[config.mk]
export PLATFORM = sky130hd
export DESIGN_NAME = gregorian_date_difference
export DESIGN_NICKNAME = d
export VERILOG_FILES = /design/src/rtl/gdd_pkg.sv /design/src/rtl/gdd_ctrl.sv /design/src/rtl/gdd_datapath.sv /design/src/rtl/gregorian_date_difference.sv
export SDC_FILE = /design/constraint.sdc
export NUM_CORES = 1
export LEC_CHECK = 0
export ABC_AREA = 1
export BUFFER_PORTS_ARGS = -buffer_cell sky130_fd_sc_hd__buf_4
export CAP_MARGIN = 10
export CORE_ASPECT_RATIO = 1.75
export CORE_MARGIN = 4
export CORE_UTILIZATION = 55
export CTS_BUF_LIST = sky130_fd_sc_hd__clkbuf_8
export CTS_CLUSTER_DIAMETER = 80
export DETAILED_ROUTE_END_ITERATION = 10
export PLACE_DENSITY_LB_ADDON = 0.1
export SLEW_MARGIN = 20
export SYNTH_ARGS = -nofsm -noshare
export SYNTH_HDL_FRONTEND = slang
export SYNTH_SLANG_ARGS = --single-unit
[constraint.sdc]
create_clock -name clock -period 13.65 [get_ports clock]
set_input_delay 0.6825 -clock clock [delete_from_list [all_inputs] [get_ports clock]]
set_output_delay 0.6825 -clock clock [all_outputs]
set_load 0.05 [all_outputs]
[src/rtl/gdd_pkg.sv]
`timescale 1ns / 1ps

package gdd_pkg;

   // Field widths of one transaction.
   localparam int YearBits  = 16;
   localparam int MonthBits = 4;
   localparam int DayBits   = 5;

   // Day numbers reach about 24 million for the largest year, so 25 bits hold them.
   localparam int DayNumBits = 25;
   // Quotient of a year (plus offset) by 100 stays below 1024.
   localparam int QuotBits   = 10;
   // Years are shifted by this amount to keep the day number positive.
   localparam int YearShift  = 400;

   // Reciprocal of 100 scaled by 2^24, rounded up; exact for operands below 2^17.
   localparam int             Div100Shift = 24;
   localparam logic [17:0]    Div100Mul   = 18'd167773;

   localparam int ReqDataBits = 56;
   localparam int RspDataBits = 24;

   // Result status codes.
   localparam logic [1:0] STATUS_OK        = 2'd0;
   localparam logic [1:0] STATUS_INVALID   = 2'd1;
   localparam logic [1:0] STATUS_SATURATED = 2'd2;

   // Month lengths of a common year, January first.
   localparam logic [4:0] MONTH_LEN [12] = '{
      5'd31, 5'd28, 5'd31, 5'd30, 5'd31, 5'd30,
      5'd31, 5'd31, 5'd30, 5'd31, 5'd30, 5'd31
   };

   // One input transaction; the last field sits in the lowest bits.
   typedef struct packed {
      logic                 include_end_day;
      logic [DayBits-1:0]   end_day;
      logic [MonthBits-1:0] end_month;
      logic [YearBits-1:0]  end_year;
      logic [DayBits-1:0]   start_day;
      logic [MonthBits-1:0] start_month;
      logic [YearBits-1:0]  start_year;
   } gdd_req_type;

   // Commands from the controller to the datapath.
   typedef struct packed {
      logic capture;     // load the input transaction
      logic div_year;    // divide the plain year by 100
      logic div_shift;   // divide the shifted year by 100
      logic accumulate;  // form the day number and check the date
      logic side;        // 0 selects the start date, 1 the end date
      logic finish;      // form the result into the output register
   } gdd_cmd_type;

   // Length of a month, zero for a month code outside 1 to 12.
   function automatic logic [4:0] month_days(input logic [MonthBits-1:0] month,
                                             input logic leap);
      logic [4:0] len;
      len = 5'd0;
      if (month >= 4'd1 && month <= 4'd12) begin
         if (month == 4'd2) begin
            len = leap ? 5'd29 : 5'd28;
         end else begin
            len = MONTH_LEN[4'(month - 4'd1)];
         end
      end
      return len;
   endfunction

   // Days before the first of a month in a year that starts in March.
   function automatic logic [8:0] month_offset(input logic [MonthBits-1:0] month);
      logic [8:0] ofs;
      case (month)
         4'd3:    ofs = 9'd0;
         4'd4:    ofs = 9'd31;
         4'd5:    ofs = 9'd61;
         4'd6:    ofs = 9'd92;
         4'd7:    ofs = 9'd122;
         4'd8:    ofs = 9'd153;
         4'd9:    ofs = 9'd184;
         4'd10:   ofs = 9'd214;
         4'd11:   ofs = 9'd245;
         4'd12:   ofs = 9'd275;
         4'd1:    ofs = 9'd306;
         4'd2:    ofs = 9'd337;
         default: ofs = 9'd0;
      endcase
      return ofs;
   endfunction

endpackage

[src/rtl/gdd_ctrl.sv]
`timescale 1ns / 1ps

module gdd_ctrl
   import gdd_pkg::*;
(
   input  logic        clock,
   input  logic        reset,
   input  logic        req_tvalid,
   output logic        req_tready,
   output logic        rsp_tvalid,
   input  logic        rsp_tready,
   output gdd_cmd_type cmd
);

   typedef enum logic [2:0] {
      ST_IDLE,
      ST_DIV_YEAR,
      ST_DIV_SHIFT,
      ST_ACCUM,
      ST_DONE
   } state_type;

   state_type state_ff, state_in;
   logic      side_ff, side_in;
   logic      rsp_valid_ff, rsp_valid_in;
   logic      out_free;

   // The output register can take a new result once the old one leaves.
   assign out_free = !rsp_valid_ff || rsp_tready;

   // Command decode.
   always_comb begin
      cmd            = '0;
      cmd.capture    = (state_ff == ST_IDLE) && req_tvalid;
      cmd.div_year   = (state_ff == ST_DIV_YEAR);
      cmd.div_shift  = (state_ff == ST_DIV_SHIFT);
      cmd.accumulate = (state_ff == ST_ACCUM);
      cmd.side       = side_ff;
      cmd.finish     = (state_ff == ST_DONE) && out_free;
   end

   // Next state: three steps per date, start date first, then the result.
   always_comb begin
      state_in = state_ff;
      side_in  = side_ff;
      case (state_ff)
         ST_IDLE: begin
            side_in = 1'b0;
            if (req_tvalid) begin
               state_in = ST_DIV_YEAR;
            end
         end
         ST_DIV_YEAR:  state_in = ST_DIV_SHIFT;
         ST_DIV_SHIFT: state_in = ST_ACCUM;
         ST_ACCUM: begin
            if (side_ff) begin
               state_in = ST_DONE;
            end else begin
               side_in  = 1'b1;
               state_in = ST_DIV_YEAR;
            end
         end
         ST_DONE: begin
            if (out_free) begin
               state_in = ST_IDLE;
            end
         end
         default: state_in = ST_IDLE;
      endcase
   end

   // Output valid: set when a result is formed, cleared when it is taken.
   always_comb begin
      rsp_valid_in = rsp_valid_ff;
      if (cmd.finish) begin
         rsp_valid_in = 1'b1;
      end else if (rsp_tready) begin
         rsp_valid_in = 1'b0;
      end
   end

   always_ff @(posedge clock) begin
      if (reset) begin
         state_ff     <= ST_IDLE;
         side_ff      <= 1'b0;
         rsp_valid_ff <= 1'b0;
      end else begin
         state_ff     <= state_in;
         side_ff      <= side_in;
         rsp_valid_ff <= rsp_valid_in;
      end
   end

   assign req_tready = (state_ff == ST_IDLE);
   assign rsp_tvalid = rsp_valid_ff;

endmodule

[src/rtl/gdd_datapath.sv]
`timescale 1ns / 1ps

module gdd_datapath
   import gdd_pkg::*;
#(
   parameter logic [15:0] COUNT_MAX = 16'hFFFF
)
(
   input  logic                   clock,
   input  gdd_cmd_type            cmd,
   input  logic [ReqDataBits-1:0] req_tdata,
   output logic [15:0]            day_count,
   output logic [1:0]             status
);

   localparam int ProdBits = 17 + 18;
   localparam int WideBits = DayNumBits + 1;

   gdd_req_type                 req_ff, req_in;
   logic [QuotBits-1:0]         qy_ff, qy_in;
   logic [QuotBits-1:0]         qyy_ff, qyy_in;
   logic [DayNumBits-1:0]       dn_a_ff, dn_a_in;
   logic [DayNumBits-1:0]       dn_b_ff, dn_b_in;
   logic                        bad_ff, bad_in;
   logic [15:0]                 count_ff, count_in;
   logic [1:0]                  status_ff, status_in;

   logic [YearBits-1:0]         year;
   logic [MonthBits-1:0]        month;
   logic [DayBits-1:0]          day;
   logic [16:0]                 yy;
   logic [16:0]                 div_arg;
   logic [ProdBits-1:0]         prod;
   logic [16:0]                 qy_times100;
   logic                        leap;
   logic [4:0]                  mlen;
   logic                        date_bad;
   logic [WideBits-1:0]         dn_wide;
   logic [DayNumBits-1:0]       diff;
   logic [WideBits-1:0]         count_wide;

   // Select the date being worked on.
   always_comb begin
      year  = cmd.side ? req_ff.end_year  : req_ff.start_year;
      month = cmd.side ? req_ff.end_month : req_ff.start_month;
      day   = cmd.side ? req_ff.end_day   : req_ff.start_day;
   end

   // Shifted year; January and February count as the end of the year before.
   assign yy = {1'b0, year} + 17'(YearShift) - ((month <= 4'd2) ? 17'd1 : 17'd0);

   // Shared divide-by-100 unit: multiply by the scaled reciprocal.
   assign div_arg = cmd.div_shift ? yy : {1'b0, year};
   assign prod    = ProdBits'(div_arg) * ProdBits'(Div100Mul);

   // Leap rule of 4, 100 and 400 on the plain year.
   assign qy_times100 = 17'(qy_ff) * 17'd100;
   assign leap = (year[1:0] == 2'd0) &&
                 (({1'b0, year} != qy_times100) || (qy_ff[1:0] == 2'd0));

   // Date check.
   assign mlen     = month_days(month, leap);
   assign date_bad = (mlen == 5'd0) || (day == 5'd0) || (day > mlen);

   // Day number of the selected date.
   assign dn_wide = WideBits'(yy) * WideBits'(365)
                  + WideBits'(yy >> 2)
                  - WideBits'(qyy_ff)
                  + WideBits'(qyy_ff >> 2)
                  + WideBits'(month_offset(month))
                  + WideBits'(day);

   // Result: clamped difference, end-day increment and saturation.
   assign diff       = (dn_b_ff > dn_a_ff) ? (dn_b_ff - dn_a_ff) : '0;
   assign count_wide = WideBits'(diff) + WideBits'(req_ff.include_end_day);

   always_comb begin
      req_in    = cmd.capture ? gdd_req_type'(req_tdata[$bits(gdd_req_type)-1:0]) : req_ff;
      qy_in     = cmd.div_year  ? prod[Div100Shift +: QuotBits] : qy_ff;
      qyy_in    = cmd.div_shift ? prod[Div100Shift +: QuotBits] : qyy_ff;
      dn_a_in   = dn_a_ff;
      dn_b_in   = dn_b_ff;
      bad_in    = bad_ff;
      count_in  = count_ff;
      status_in = status_ff;
      if (cmd.accumulate) begin
         if (cmd.side) begin
            dn_b_in = dn_wide[DayNumBits-1:0];
            bad_in  = bad_ff | date_bad;
         end else begin
            dn_a_in = dn_wide[DayNumBits-1:0];
            bad_in  = date_bad;
         end
      end
      if (cmd.finish) begin
         if (bad_ff) begin
            count_in  = 16'd0;
            status_in = STATUS_INVALID;
         end else if (count_wide > WideBits'(COUNT_MAX)) begin
            count_in  = COUNT_MAX;
            status_in = STATUS_SATURATED;
         end else begin
            count_in  = count_wide[15:0];
            status_in = STATUS_OK;
         end
      end
   end

   always_ff @(posedge clock) begin
      req_ff    <= req_in;
      qy_ff     <= qy_in;
      qyy_ff    <= qyy_in;
      dn_a_ff   <= dn_a_in;
      dn_b_ff   <= dn_b_in;
      bad_ff    <= bad_in;
      count_ff  <= count_in;
      status_ff <= status_in;
   end

   assign day_count = count_ff;
   assign status    = status_ff;

endmodule

[src/rtl/gregorian_date_difference.sv]
`timescale 1ns / 1ps

// Channel  Direction  Data bits                                                 
// req_     in         tdata: start_year, start_month, start_day, end_year,
//                            end_month, end_day, include_end_day
// rsp_     out        tdata: day_count, status
//
// An item takes two divide-by-100 steps and one day-number step for each
// date on one shared reciprocal multiplier, one step to form the result and
// one idle step to accept; the next item is accepted only once the last is
// done. The result is formed only when no earlier result still waits in the
// output register.
// A held result does not block the next transaction; the controller only
// waits in its last step while the output register is still full.
// Reset is synchronous and clears the controller and the output valid.

module gregorian_date_difference
   import gdd_pkg::*;
#(
   parameter int COUNT_BITS = 16
)
(
   input  logic                   clock,
   input  logic                   reset,
   input  logic                   req_tvalid,
   output logic                   req_tready,
   // start_year[15:0], start_month[19:16], start_day[24:20], end_year[40:25],
   // end_month[44:41], end_day[49:45], include_end_day[50], zero fill
   input  logic [ReqDataBits-1:0] req_tdata,
   output logic                   rsp_tvalid,
   input  logic                   rsp_tready,
   // day_count[15:0], status[17:16], zero fill
   output logic [RspDataBits-1:0] rsp_tdata
);

   // Saturation limit, capped at the width of the count field.
   localparam logic [63:0] CountLimit = ((64'd1 << COUNT_BITS) - 64'd1) & 64'hFFFF;

   gdd_cmd_type cmd;
   logic [15:0] day_count;
   logic [1:0]  status;

   gdd_ctrl u_ctrl (
      .clock      (clock),
      .reset      (reset),
      .req_tvalid (req_tvalid),
      .req_tready (req_tready),
      .rsp_tvalid (rsp_tvalid),
      .rsp_tready (rsp_tready),
      .cmd        (cmd)
   );

   gdd_datapath #(
      .COUNT_MAX (CountLimit[15:0])
   ) u_datapath (
      .clock     (clock),
      .cmd       (cmd),
      .req_tdata (req_tdata),
      .day_count (day_count),
      .status    (status)
   );

   assign rsp_tdata = {(RspDataBits - 18)'(0), status, day_count};

`ifndef SYNTHESIS
   // The block works on one transaction at a time.
   assert property (@(posedge clock) disable iff (reset)
      (req_tvalid && req_tready) |=> !req_tready)
      else $error("input accepted while a transaction is in progress");

   // An invalid date reports a zero count.
   assert property (@(posedge clock) disable iff (reset)
      (rsp_tvalid && (status == STATUS_INVALID)) |-> (day_count == 16'd0))
      else $error("invalid date with nonzero count");

   // A saturated count sits at the limit.
   assert property (@(posedge clock) disable iff (reset)
      (rsp_tvalid && (status == STATUS_SATURATED)) |-> (day_count == CountLimit[15:0]))
      else $error("saturated count below the limit");

   // A new result is only formed when the output register is free.
   assert property (@(posedge clock) disable iff (reset)
      cmd.finish |-> (!rsp_tvalid || rsp_tready))
      else $error("result formed over a pending one");
`endif

endmodule
# --- Word-level counts from Yosys, hierarchy flattened ---
# Memory sizes are Yosys's and may differ from the RTL's.
# Index checks and enable logic that the tools add are counted.
totals:
  n_memories: 2
  register_bits: 145
  output_inout_bits: 26
  input_bits: 60
  romBits: 224
mem_list:
  columns: ["memory", "depth", "width", "rd", "rd_ports_with_merged_regs", "wr", "line_no", "rtl"]
  rows:
  - ["(name not given)", 16, 9, 1, 0, 0, "gdd_pkg.sv:74", "case (month)"]
  - ["(name not given)", 16, 5, 1, 0, 0, "gdd_pkg.sv:65", "len = MONTH_LEN[4'(month - 4'd1)];"]
op_classes:
  n_reduce_logical: 19
  n_addsub: 10
  n_mux: 21
  magnitude_cmp: 7
  mul: 3
  n_eq_ne: 8
  bitwise_logic: 3
ops:
  columns: ["operator", "n"]
  rows:
  - ["multiplier 17 x 18 -> 34 bit (second input constant)", 1]
  - ["2-to-1 mux 16 bit", 2]
  - ["adder 25 x 1 -> 26 bit", 1]
  - ["greater-than comparator 26 x 16 -> 1 bit (second input constant)", 1]
  - ["adder 25 x 15 -> 25 bit", 1]
  - ["adder 25 x 5 -> 25 bit", 1]
  - ["adder 25 x 8 -> 25 bit", 1]
  - ["adder 25 x 9 -> 25 bit", 1]
  - ["greater-than comparator 25 bit", 1]
  - ["multiplier 17 x 9 -> 25 bit (second input constant)", 1]
  - ["2-to-1 mux 25 bit", 1]
  - ["2-to-1 mux 5 bit", 5]
  - ["subtractor 25 x 10 -> 25 bit", 1]
  - ["subtractor 25 bit", 1]
  - ["adder 16 x 9 -> 17 bit (second input constant)", 1]
  - ["2-to-1 mux 17 bit", 1]
  - ["inequality test 16 x 17 -> 1 bit", 1]
  - ["subtractor 17 bit", 1]
  - ["multiplier 10 x 5 -> 15 bit (second input constant)", 1]
  - ["one-hot mux 3 bit (5 select lines)", 1]
  - ["logical NOT 5 bit", 2]
  - ["2-to-1 mux 3 bit", 3]
  - ["equality test 3 x 2 -> 1 bit (second input constant)", 2]
  - ["AND reduction 2 bit", 3]
  - ["other kinds (24)", 36]

# --- Logic depth before layout (Yosys ltp) ---
# Gate-level depths: netlist (run 1).
logic_depth:
  depth_word: 13
  mapped_depth: 49

# --- By module ---
# Synthesis (run 1) repeated with hierarchy kept, for this count alone.
unflattened:
  cells_unflattened: 2425
  area_unflattened_um2: 20880.0
by_module_without_submodules:
  columns: ["mod", "seq_area_each_um2", "instances", "cells_per_inst", "area_each_um2"]
  rows:
  - ["gdd_datapath", 4204.0, 1, 2376, 20535.9]
  - ["gdd_ctrl", 100.1, 1, 42, 295.3]
  - ["gregorian_date_difference", 0.0, 1, 7, 48.8]

# --- Least setup slack after synthesis (run 1) ---
# OpenSTA, ideal clock, no wires.
synth_timing:
  kind: "register -> register"
  start: "register u_ctrl.side_ff"
  end: "register u_datapath.qy_ff[7] (data pin)"
  stages_incl_launch_ff: 47
  path_slack_ns: 4.641
  arrival_ns: 8.747
  n_path_buf: 2
  t_required_ns: 13.388
  setup_ns: 0.262
  path_cell_list: "dfxtp_1 buf_2 clkbuf_1 o21ai_0 ha_1 inv_1 a21oi_1 ha_1 inv_1 ha_1 fa_1 nand2_1 nand2_1 o21ai_0 o21ai_1 nand2_1 nand2_1 a21oi_1 [... 11 more ...] fa_1 fa_1 fa_1 inv_1 fa_1 inv_1 ha_1 nand2_1 nor2_1 inv_1 nor3_1 nand3_1 or2_2 nand3_1 nand3_1 a21oi_1 nand3b_1 xor2_1"
synth_via:
  elab_chain_len: 6
  elab_cells_between_ends: 8
  cone_classes: "2 x add/sub; 1 x mul; 1 x order compare; 4 x mux"
synth_lines:
  columns: ["element", "line_no", "rtl"]
  rows:
  - ["from (decl)", "gdd_ctrl.sv:24", "logic side_ff, side_in;"]
  - ["from (signal assigned)", "gdd_ctrl.sv:89", "side_ff <= side_in;"]
  - ["parallel branches: the longest is 4 deep, another holds adder 16 x 9 -> 17 bit", null, null]
  - ["2-to-1 mux 17 bit *", "gdd_datapath.sv:53", "assign div_arg = cmd.div_shift ? yy : {1'b0, year};"]
  - ["multiplier 17 x 18 -> 34 bit *", "gdd_datapath.sv:54", "assign prod = ProdBits'(div_arg) * ProdBits'(Div100Mul);"]
  - ["named net u_datapath.prod[31]", "gdd_datapath.sv:33", "logic [ProdBits-1:0] prod;"]
  - ["to (signal assigned)", "gdd_datapath.sv:111", "qy_ff <= qy_in;"]
  - ["to (decl)", "gdd_datapath.sv:20", "logic [QuotBits-1:0] qy_ff, qy_in;"]
# Mark *: on every way through the listed nets, which the timed path passes.
# A chain may end at the register's enable or synchronous reset.

# --- Final worst setup path (run 1) ---
layout_timing:
  start: "register u_ctrl.side_ff"
  end: "register u_datapath.qyy_ff[7] (data pin)"
layout_via:
  elab_chain_len: 6
  elab_cells_between_ends: 8
  cone_classes: "2 x add/sub; 1 x mul; 1 x order compare; 4 x mux"
layout_lines:
  columns: ["element", "line_no", "rtl"]
  rows:
  - ["parallel branches: the longest is 4 deep, another holds adder 16 x 9 -> 17 bit", null, null]
  - ["2-to-1 mux 17 bit *", "gdd_datapath.sv:53", null]
  - ["multiplier 17 x 18 -> 34 bit *", "gdd_datapath.sv:54", null]
  - ["named net u_datapath.prod[31]", "gdd_datapath.sv:33", null]
  - ["to (signal assigned)", "gdd_datapath.sv:112", "qyy_ff <= qyy_in;"]
  - ["to (decl)", "gdd_datapath.sv:21", "logic [QuotBits-1:0] qyy_ff, qyy_in;"]
# Marks and branches as above.

==> flow_metrics.env, run 1 <==
export IMPL_ys_top_cells_by_area="fa_1 (22%), edfxtp_1 (20%), ha_1 (20%)"
export IMPL_clock_latency_ps=490
export IMPL_grt_antenna_before_repair=1
export IMPL_slew_headroom_pct=29.80
export IMPL_post_route_drc_count=0
export IMPL_r2r_start="u_ctrl.side_ff"
export IMPL_startpoint="u_ctrl.side_ff"
export IMPL_dr_total_vias=15670
export IMPL_fin_skew_ps=18.60
export IMPL_drt_iter0_drc=570
export IMPL_syn_inst=2386
export IMPL_io_pin_count=86
export IMPL_initial_core_util_pct=55.94
export IMPL_crit_family="adder cells"
export IMPL_overflow=0
export IMPL_cp_required_ps=13950
export IMPL_ant_nets=0
export IMPL_worstSetupEndpointType="flip-flop"
export IMPL_cts_clk_slew_worst_paths_ps=110
export IMPL_crit_buf_inv=12
export IMPL_cp_max_fo=29
export IMPL_crit_top_cell="inv_1"
export IMPL_dp_hpwl_um=47160
export IMPL_routed_via_density=5.257
export IMPL_nFillCells=3391
export IMPL_critPathLaunchType="flip-flop"
export IMPL_cts_tree="yes"
export IMPL_gp_congestion=0.9646
export IMPL_die_x_um=154.7
export IMPL_ys_flop_type="edfxtp_1"
export IMPL_min_path_type="input pin to flip-flop"
export IMPL_routed_wl_um=53140
export IMPL_worstHoldStart="req_tdata[30]"
export IMPL_worst_pin_slew_ps=1049
export IMPL_cp_arrival_ps=11490
export IMPL_cts_sinks=145
export IMPL_gr_usage_all_layers_pct=26.78
export IMPL_htree_levels=4
export IMPL_cpMaxStageDelayCell="xor2_1"
export IMPL_finalHoldViolCount=0
export IMPL_ys_warnings_count=0
export IMPL_slew_violations=0
export IMPL_syn_avg_cell_area_um2=8.676
export IMPL_syn2layout_area_growth_pct=8.039
export IMPL_synth_top_area_share_pct=21.57
export IMPL_drv_cap=0
export IMPL_fin_crit_sh_pct=81.96
export IMPL_pre_cts_ws_ps=2534
export IMPL_cts_root_buf="clkbuf_8"
export IMPL_max_freq_ghz=0.08938
export IMPL_ctsHoldBuffers=0
export IMPL_yosysSeqAreaShare_pct=20.79
export IMPL_synth_edf_count=140
export IMPL_fin_ws_ps=2462
export IMPL_setup_tns_ps=0
export IMPL_grt_max_degree=52
export IMPL_grt_pass1_vias=16870
export IMPL_yosysTopAreaCell="fa_1"
export IMPL_slowest_delay_ps=630
export IMPL_setup_viol=0
export IMPL_drive_gt1_share_pct=8.583
export IMPL_multi_input_area_mm2=0.01396
export IMPL_path_class="flip-flop to flip-flop"
export IMPL_rows=93
export IMPL_cts_resized_gates=0
export IMPL_first_pass_iters=7
export IMPL_ys_seq_elements=145
export IMPL_async_flop_share_pct=0
export IMPL_outcome="finished, final reports clean"
export IMPL_syn_cell_area_mm2=0.02070
export IMPL_grt_pass1_wl_um=84520
export IMPL_yosys_cell_types_count=53
export IMPL_cts_buffers=17
export IMPL_post_cts_buffers=0
export IMPL_die_y_um=264.6
export IMPL_portBuffers=74
export IMPL_rsz0062_at_grt="false"
export IMPL_dieArea_mm2=0.04093
export IMPL_num_nets_final=3111
export IMPL_clockBufferDepth=2
export IMPL_design_core_area_mm2=0.03700
export IMPL_period_minus_slack_ps=11190
export IMPL_wl_per_cell_um=17.83
export IMPL_regArea_mm2=0.004304
-- cell families (layout without fill, tap and decap cells) --
kind of cell | Yosys count | in the layout | share of synthesized area, %
AO/OA/AOI/OAI | 221 | 221 | 6.020
XOR/XNOR | 82 | 82 | 3.469
adder cells (fa/ha/maj) | 559 | 559 | 41.87
buffers and inverters | 643 | 757 | 11.98
flip-flops | 145 | 145 | 20.79
multiplexers | 1 | 1 | 0.04835
other | 1 | 7 | 0.01811
AND/OR/NAND/NOR | 734 | 734 | 15.80
-- placed cells by master (no fill, tap or decap), types with 5 or more instances in the layout --
master / instances
nor2_2: 19
nor2_4: 7
nand4_1: 24
o21bai_1: 10
xnor2_1: 32
o211ai_1: 5
nand3b_1: 11
a21oi_1: 91
conb_1: 6
nand2_2: 17
nor2_1: 108
nor4_1: 7
inv_1: 616
dfxtp_1: 5
a21o_1: 5
o21ai_0: 70
ha_1: 336
edfxtp_1: 140
nand2_1: 412
inv_6: 6
a31oi_1: 5
nand3_1: 77
xor2_1: 50
fa_1: 223
buf_4: 101
nor3_1: 18
clkbuf_8: 17
or2_2: 18
inv_2: 8
o21ai_1: 7
-- sequential cells by signal, summed over array words and instances (netlist names) --
name,cells
u_datapath.req_ff,51
u_datapath.status,2
u_datapath.qy_ff,10
u_datapath.dn_a_ff,25
u_ctrl.rsp_tvalid,1
u_datapath.day_count,16
u_datapath.bad_ff,1
u_ctrl.side_ff,1
u_ctrl.state_ff,3
u_datapath.qyy_ff,10
u_datapath.dn_b_ff,25
-- Yosys cell counts (11+ instances only) --
master / n
xor2_1: 50
nand2_2: 17
ha_1: 336
o21ai_0: 72
a21oi_1: 91
nor2_1: 111
nor3_1: 19
edfxtp_1: 140
nand3_1: 77
nor2_2: 17
inv_1: 616
nand3b_1: 11
xnor2_1: 32
nand2_1: 412
nand4_1: 24
or2_2: 18
fa_1: 223
-- stage by stage --
step	cells	hold WS (ps)	instance area, um^2	utilization (%)
2_1_floorplan	2391	497.3	20720	-
3_3_place_gp	2948	546.1	21960	59.34
3_5_place_dp	2948	557.0	21960	59.34
4_1_cts	2980	311.4	22360	60.43
5_1_grt	2981	323.1	22370	60.44
6_report	2981	360.8	22370	60.44
-- layout make-up --
type	count	share of cell area, %
well taps	475	2.657
repair buffers	101	3.390
flip-flops and latches	145	19.24
inverters	624	10.47
multi-input cells	1603	62.42
clock buffers	17	1.046
clock inverters	15	0.7608
diodes	1	0.01119
-- routing by layer --
metal  wire length (um)  global-route usage [%]  vias to the layer above
met3               1240                   2.499                      188
met5                  0                       0                        -
li1                   -                       -                     7685
met4               4440                   18.73                        0
met2              30990                   54.58                      356
met1              16470                   23.56                     7443
-- path summary, 6_finish.rpt --
kind / endpoint / slack [ps] / cells past startpoint
setup / recovery: u_datapath.qyy_ff[7] / 2460 / 47
hold / removal: u_datapath.req_ff[30] / 360 / 1
setup reg to reg: u_datapath.qyy_ff[7] / 2460 / 47
hold reg to reg: u_datapath.status[0] / 580 / 0
-- worst reg2reg max path, delay by kind of cell (launching register included) --
kind | cells | cell delay, ps
adder cells (fa/ha/maj) | 11 | 4340
flip-flops | 1 | 320
XOR/XNOR | 2 | 870
AND/OR/NAND/NOR | 14 | 2340
AO/OA/AOI/OAI | 8 | 1410
buffers and inverters | 12 | 1720
Power of run 1 is not shown: default switching activity piles up to over one toggle a cycle in this logic, so the estimate is an artifact.
==> run 2, diff against run 1 <==
==> constraint.sdc (replaced) <==
create_clock -name clock -period 10.05 [get_ports clock]
set_input_delay 0.5025 -clock clock [delete_from_list [all_inputs] [get_ports clock]]
set_output_delay 0.5025 -clock clock [all_outputs]
set_load 0.05 [all_outputs]
==> run 2 against run 1 <==
Against the previous run: count of clock-buffer cells in the layout increased by 1; via count increased by 1.5%; die area unchanged; final cell count increased by 0.27%; wire length increased by 3.4%; design area increased by 0.17%; non-clock buffer count increased by 8; sequential cell count unchanged; hold slack got worse by 170 ps; utilization increased by 0.10 points; critical endpoint is now u_datapath.qyy_ff[6]; largest cell class unchanged.
==> flow_metrics.env, run 2 (synthesis gave the netlist of run 1 again) <==
export IMPL_fin_hold_ws_ps=187.2
export IMPL_cpMaxStageDelayCell="fa_1"
export IMPL_worstSetupEndpointType="flip-flop"
export IMPL_critPathLaunchType="flip-flop"
export IMPL_nFillCells=3366
export IMPL_layout_common_cells="inv_1 (616), nand2_1 (412), ha_1 (336)"
export IMPL_reg_top3="u_datapath.req_ff: 51 flops, u_datapath.dn_a_ff: 25 flops, u_datapath.dn_b_ff: 25 flops"
export IMPL_largest_reg_flops=51
export IMPL_rrSetupSlack_ps=760
export IMPL_drv_cap=0
export IMPL_cts_buffers=17
export IMPL_regMostFlops="u_datapath.req_ff"
export IMPL_post_route_drc_count=0
export IMPL_post_cts_buffers=0
export IMPL_gr_usage_all_layers_pct=27.57
export IMPL_setup_tns_ps=0
export IMPL_rows=93
export IMPL_rsz0062_at_grt="false"
export IMPL_cts_clk_slew_worst_paths_ps=110
export IMPL_drt_iter0_drc=688
export IMPL_setup_viol=0
export IMPL_clock_latency_ps=490
export IMPL_grt_antenna_before_repair=1
export IMPL_dpl_cell_area_mm2=0.02202
export IMPL_initial_core_util_pct=55.94
export IMPL_num_nets_final=3119
export IMPL_finalHoldViolCount=0
export IMPL_wl_per_cell_um=18.38
export IMPL_gp_congestion=1.011
export IMPL_grt_max_degree=52
export IMPL_rr_endpoint="u_datapath.qyy_ff[6]"
export IMPL_die_y_um=264.6
export IMPL_slew_headroom_pct=29.46
export IMPL_worst_pin_slew_ps=1052
export IMPL_slew_violations=0
export IMPL_cts_tree="yes"
export IMPL_drive_gt1_share_pct=8.953
export IMPL_fin_skew_ps=29.33
export IMPL_cp_arrival_ps=9500
export IMPL_slowest_delay_ps=560
export IMPL_overflow=0
export IMPL_period_minus_slack_ps=9291
export IMPL_ctsHoldBuffers=0
export IMPL_startpoint="u_ctrl.side_ff"
export IMPL_routed_wl_um=54940
export IMPL_cts_sinks=145
export IMPL_dp_hpwl_um=48770
export IMPL_path_class="flip-flop to flip-flop"
export IMPL_htree_levels=4
export IMPL_dieArea_mm2=0.04093
export IMPL_worstRegToRegCells=43
export IMPL_cp_endpoint="u_datapath.qyy_ff[6]"
export IMPL_dr_total_vias=15910
export IMPL_cp_required_ps=10260
export IMPL_cts_root_buf="clkbuf_8"
export IMPL_max_freq_ghz=0.1076
export IMPL_io_pin_count=86
export IMPL_crit_top_cell="inv_1"
export IMPL_grt_pass1_wl_um=86590
export IMPL_fin_area_mm2=0.02240
export IMPL_cp_max_fo=6
export IMPL_syn2layout_area_growth_pct=8.226
export IMPL_final_common_cell="inv_1"
export IMPL_min_path_type="input pin to flip-flop"
export IMPL_ant_nets=0
export IMPL_routed_via_density=5.324
export IMPL_die_x_um=154.7
export IMPL_clockBufferDepth=2
export IMPL_grt_pass1_vias=17230
export IMPL_worstHoldStart="req_tdata[50]"
export IMPL_first_pass_iters=6
export IMPL_outcome="finished, final reports clean"
export IMPL_fin_crit_sh_pct=92.45
export IMPL_portBuffers=74
export IMPL_design_core_area_mm2=0.03700
export IMPL_r2r_start="u_ctrl.side_ff"
-- run 2: changes by cell type in the layout (fill, tap and decap cells not counted), sizes merged --
cell and delta:
clkbuf +1, clkinvlp +2, clkinv +1, buf +8, bufinv -1, inv -3
-- run 2: what timing repair did --
action	4_1_cts	5_1_grt
endpoints found under the setup margin	0	14
hold endpoints to repair	0	0
gates resized for setup	0	7
-- run 2: through the flow --
| step | setup WS, ps | instances | utilization [%] |
|---|---|---|---|
| 5_1_grt | 81.40 | 2989 | 60.55 |
| 2_1_floorplan | 1041 | 2391 | - |
| 4_1_cts | 470.6 | 2988 | 60.51 |
| 6_report | 758.7 | 2989 | 60.55 |
| 3_3_place_gp | 689.9 | 2956 | 59.50 |
| 3_5_place_dp | 485.7 | 2956 | 59.50 |
-- run 2: final cells by class --
type	count	area [um^2]	area share, %
Tap cell	475	594.3	2.653
Clock buffer	18	247.7	1.106
Multi-Input combinational cell	1603	13970	62.36
Sequential cell	145	4304	19.21
Antenna cell	1	2.502	0.01117
Clock inverter	14	122.6	0.5473
Inverter	624	2342	10.45
Timing Repair Buffer	109	818.3	3.652
-- run 2: worst min path at each step --
stage                                  to  cells past startpoint
finish              u_datapath.req_ff[50]                      1
global placement     u_datapath.status[0]                      0
global route        u_datapath.req_ff[50]                      1
floorplan            u_datapath.status[0]                      0
CTS                 u_datapath.req_ff[50]                      1
detailed placement   u_datapath.status[0]                      0
-- run 2: critical path: cells and delay by family (launching register included) --
family,cells,cell delay (ps)
compound gates,13,2320
xor+xnor,2,350
fa+ha+maj,11,4120
buf+inv,9,830
flops,1,340
simple gates,8,1070
-- run 2: per-layer routing --
layer | share of wire [%] | track usage, %
met1 | 31 | 23.53
met2 | 58 | 56.23
met3 | 1.8 | 2.254
met4 | 9.3 | 21.26
met5 | 0 | 0
Power of run 2 is left out for the same reason.
==> run 3, diff against run 2 <==
--- a/config.mk
+++ b/config.mk
@@ -8,9 +8,11 @@
 export ABC_AREA = 1
 export BUFFER_PORTS_ARGS = -buffer_cell sky130_fd_sc_hd__buf_4
 export CAP_MARGIN = 10
+export CELL_PAD_IN_SITES_DETAIL_PLACEMENT = 1
+export CELL_PAD_IN_SITES_GLOBAL_PLACEMENT = 2
 export CORE_ASPECT_RATIO = 1.75
 export CORE_MARGIN = 4
-export CORE_UTILIZATION = 55
+export CORE_UTILIZATION = 37
 export CTS_BUF_LIST = sky130_fd_sc_hd__clkbuf_8
 export CTS_CLUSTER_DIAMETER = 80
 export DETAILED_ROUTE_END_ITERATION = 10
==> run 3 against run 2 <==
Against the previous run: clock skew shrank 7.6 ps; hold slack lost 40 ps; worst setup slack worse by 3.9 ps; maximum frequency barely moved; count of clock-buffer cells in the layout shrank 1; critical path depth fell by 8; global-route usage down 6.2 points; sequential share of layout area down 0.32 points; non-clock buffer count rose by 7; final cell count is 7.6% higher; die area rose by 46%.
==> flow_metrics.env, run 3 (synthesis gave the netlist of run 1 again) <==
export IMPL_cts_buffers=17
export IMPL_worstRegToRegCells=35
export IMPL_path_class="flip-flop to flip-flop"
export IMPL_nFillCells=6596
export IMPL_critPathLaunchType="flip-flop"
export IMPL_reg_top3="u_datapath.req_ff: 51 flops, u_datapath.dn_a_ff: 25 flops, u_datapath.dn_b_ff: 25 flops"
export IMPL_cts_tree="yes"
export IMPL_num_nets_final=3126
export IMPL_overflow=0
export IMPL_crit_top_cell="inv_1"
export IMPL_gp_congestion=0.9066
export IMPL_largest_reg_flops=51
export IMPL_finalHoldViolCount=0
export IMPL_grt_antenna_before_repair=1
export IMPL_min_path_type="input pin to flip-flop"
export IMPL_drv_cap=0
export IMPL_layout_common_cells="inv_1 (616), nand2_1 (411), ha_1 (336)"
export IMPL_clockBufferDepth=2
export IMPL_final_common_cell="inv_1"
export IMPL_worstSetupEndpointType="flip-flop"
export IMPL_rows=114
export IMPL_cp_max_fo=10
export IMPL_slew_headroom_pct=24.86
export IMPL_slew_violations=0
export IMPL_cpMaxStageDelayCell="xnor2_1"
export IMPL_io_pin_count=86
export IMPL_grt_pass1_vias=17990
export IMPL_ant_nets=0
export IMPL_portBuffers=74
export IMPL_die_y_um=320.9
export IMPL_grt_pass1_wl_um=97320
export IMPL_dr_total_vias=15870
export IMPL_first_pass_iters=4
export IMPL_syn2layout_area_growth_pct=10.05
export IMPL_startpoint="u_ctrl.side_ff"
export IMPL_worstHoldStart="req_tdata[15]"
export IMPL_rr_endpoint="u_datapath.qyy_ff[6]"
export IMPL_cts_root_buf="clkbuf_8"
export IMPL_worst_pin_slew_ps=1115
export IMPL_wl_per_cell_um=19.61
export IMPL_grt_max_degree=52
export IMPL_post_route_drc_count=0
export IMPL_period_minus_slack_ps=9295
export IMPL_outcome="finished, final reports clean"
export IMPL_initial_core_util_pct=37.41
export IMPL_cp_arrival_ps=9550
export IMPL_r2r_start="u_ctrl.side_ff"
export IMPL_cts_sinks=145
export IMPL_rrSetupSlack_ps=750
export IMPL_ctsHoldBuffers=0
export IMPL_die_x_um=186.8
export IMPL_routed_wl_um=63080
export IMPL_dieArea_mm2=0.05995
export IMPL_drt_iter0_drc=449
export IMPL_htree_levels=4
export IMPL_regArea_mm2=0.004304
export IMPL_setup_viol=0
export IMPL_multi_input_area_mm2=0.01399
export IMPL_regMostFlops="u_datapath.req_ff"
export IMPL_fin_crit_sh_pct=92.49
export IMPL_max_freq_ghz=0.1076
export IMPL_setup_tns_ps=0
export IMPL_cp_required_ps=10310
export IMPL_cp_endpoint="u_datapath.qyy_ff[6]"
export IMPL_routed_via_density=4.934
export IMPL_rsz0062_at_grt="false"
export IMPL_cts_clk_slew_worst_paths_ps=100
export IMPL_slowest_delay_ps=760
export IMPL_clock_latency_ps=520
export IMPL_dp_hpwl_um=57760
export IMPL_gr_usage_all_layers_pct=21.39
export IMPL_design_core_area_mm2=0.05534
export IMPL_fin_skew_ps=21.72
export IMPL_drive_gt1_share_pct=9.325
## run 3: changes by cell type in the layout (fill, tap and decap cells not counted), sizes merged
cell and change:
clkinvlp -2, buf +7, bufinv +1, clkinv -2
clkbuf -1, inv +4
## run 3: how the worst min path moves through the flow
stage	depth (start not counted)	to
final	1	u_datapath.req_ff[15]
after global routing	1	u_datapath.req_ff[15]
after CTS	1	u_datapath.req_ff[50]
after detailed placement	0	u_datapath.status[0]
after global placement	0	u_datapath.status[0]
after floorplan	0	u_datapath.status[0]
## run 3: timing repair
action                                  CTS  global route
buffers inserted                          0             2
resized for setup                         0             9
endpoints found under the setup margin    0            20
endpoints found under the hold margin     0             0
## run 3: cell type report
| type | instances | area share (%) |
|---|---|---|
| multi-input cells | 1603 | 61.40 |
| repair buffers | 116 | 3.823 |
| flip-flops and latches | 145 | 18.89 |
| diodes | 1 | 0.01098 |
| clock inverters | 15 | 0.7469 |
| clock buffers | 17 | 1.027 |
| well taps | 696 | 3.823 |
| inverters | 624 | 10.28 |
## run 3: layer usage
layer	GRT usage (%)	part of all wire [%]	up-vias
met3	1.683	1.4	103
met1	17.29	30	7889
met4	10.92	5.4	0
li1	-	-	7700
met2	48.29	63	180
met5	0	0	-
## run 3: critical path, delay by kind of cell, from the launching register on
kind / cells / cell delay (ps)
flops: 1 / 350
fa+ha+maj: 10 / 4080
buf+inv: 10 / 1290
simple gates: 3 / 470
compound gates: 10 / 1890
xor+xnor: 2 / 950
## run 3: metrics by stage
step | util (%) | hold WS, ps | instances | instance area, um^2 | setup WS [ps]
2_1_floorplan | - | 497.3 | 2391 | 20720 | 1041
3_3_place_gp | 40.35 | 578.1 | 3182 | 22330 | 349.6
3_5_place_dp | 40.35 | 582.3 | 3182 | 22330 | 210.2
4_1_cts | 41.08 | 99.04 | 3214 | 22740 | 163.4
5_1_grt | 41.16 | 110.4 | 3217 | 22780 | 0.2043
6_report | 41.16 | 147.5 | 3217 | 22780 | 754.9
Power of run 3 is left out for the same reason.
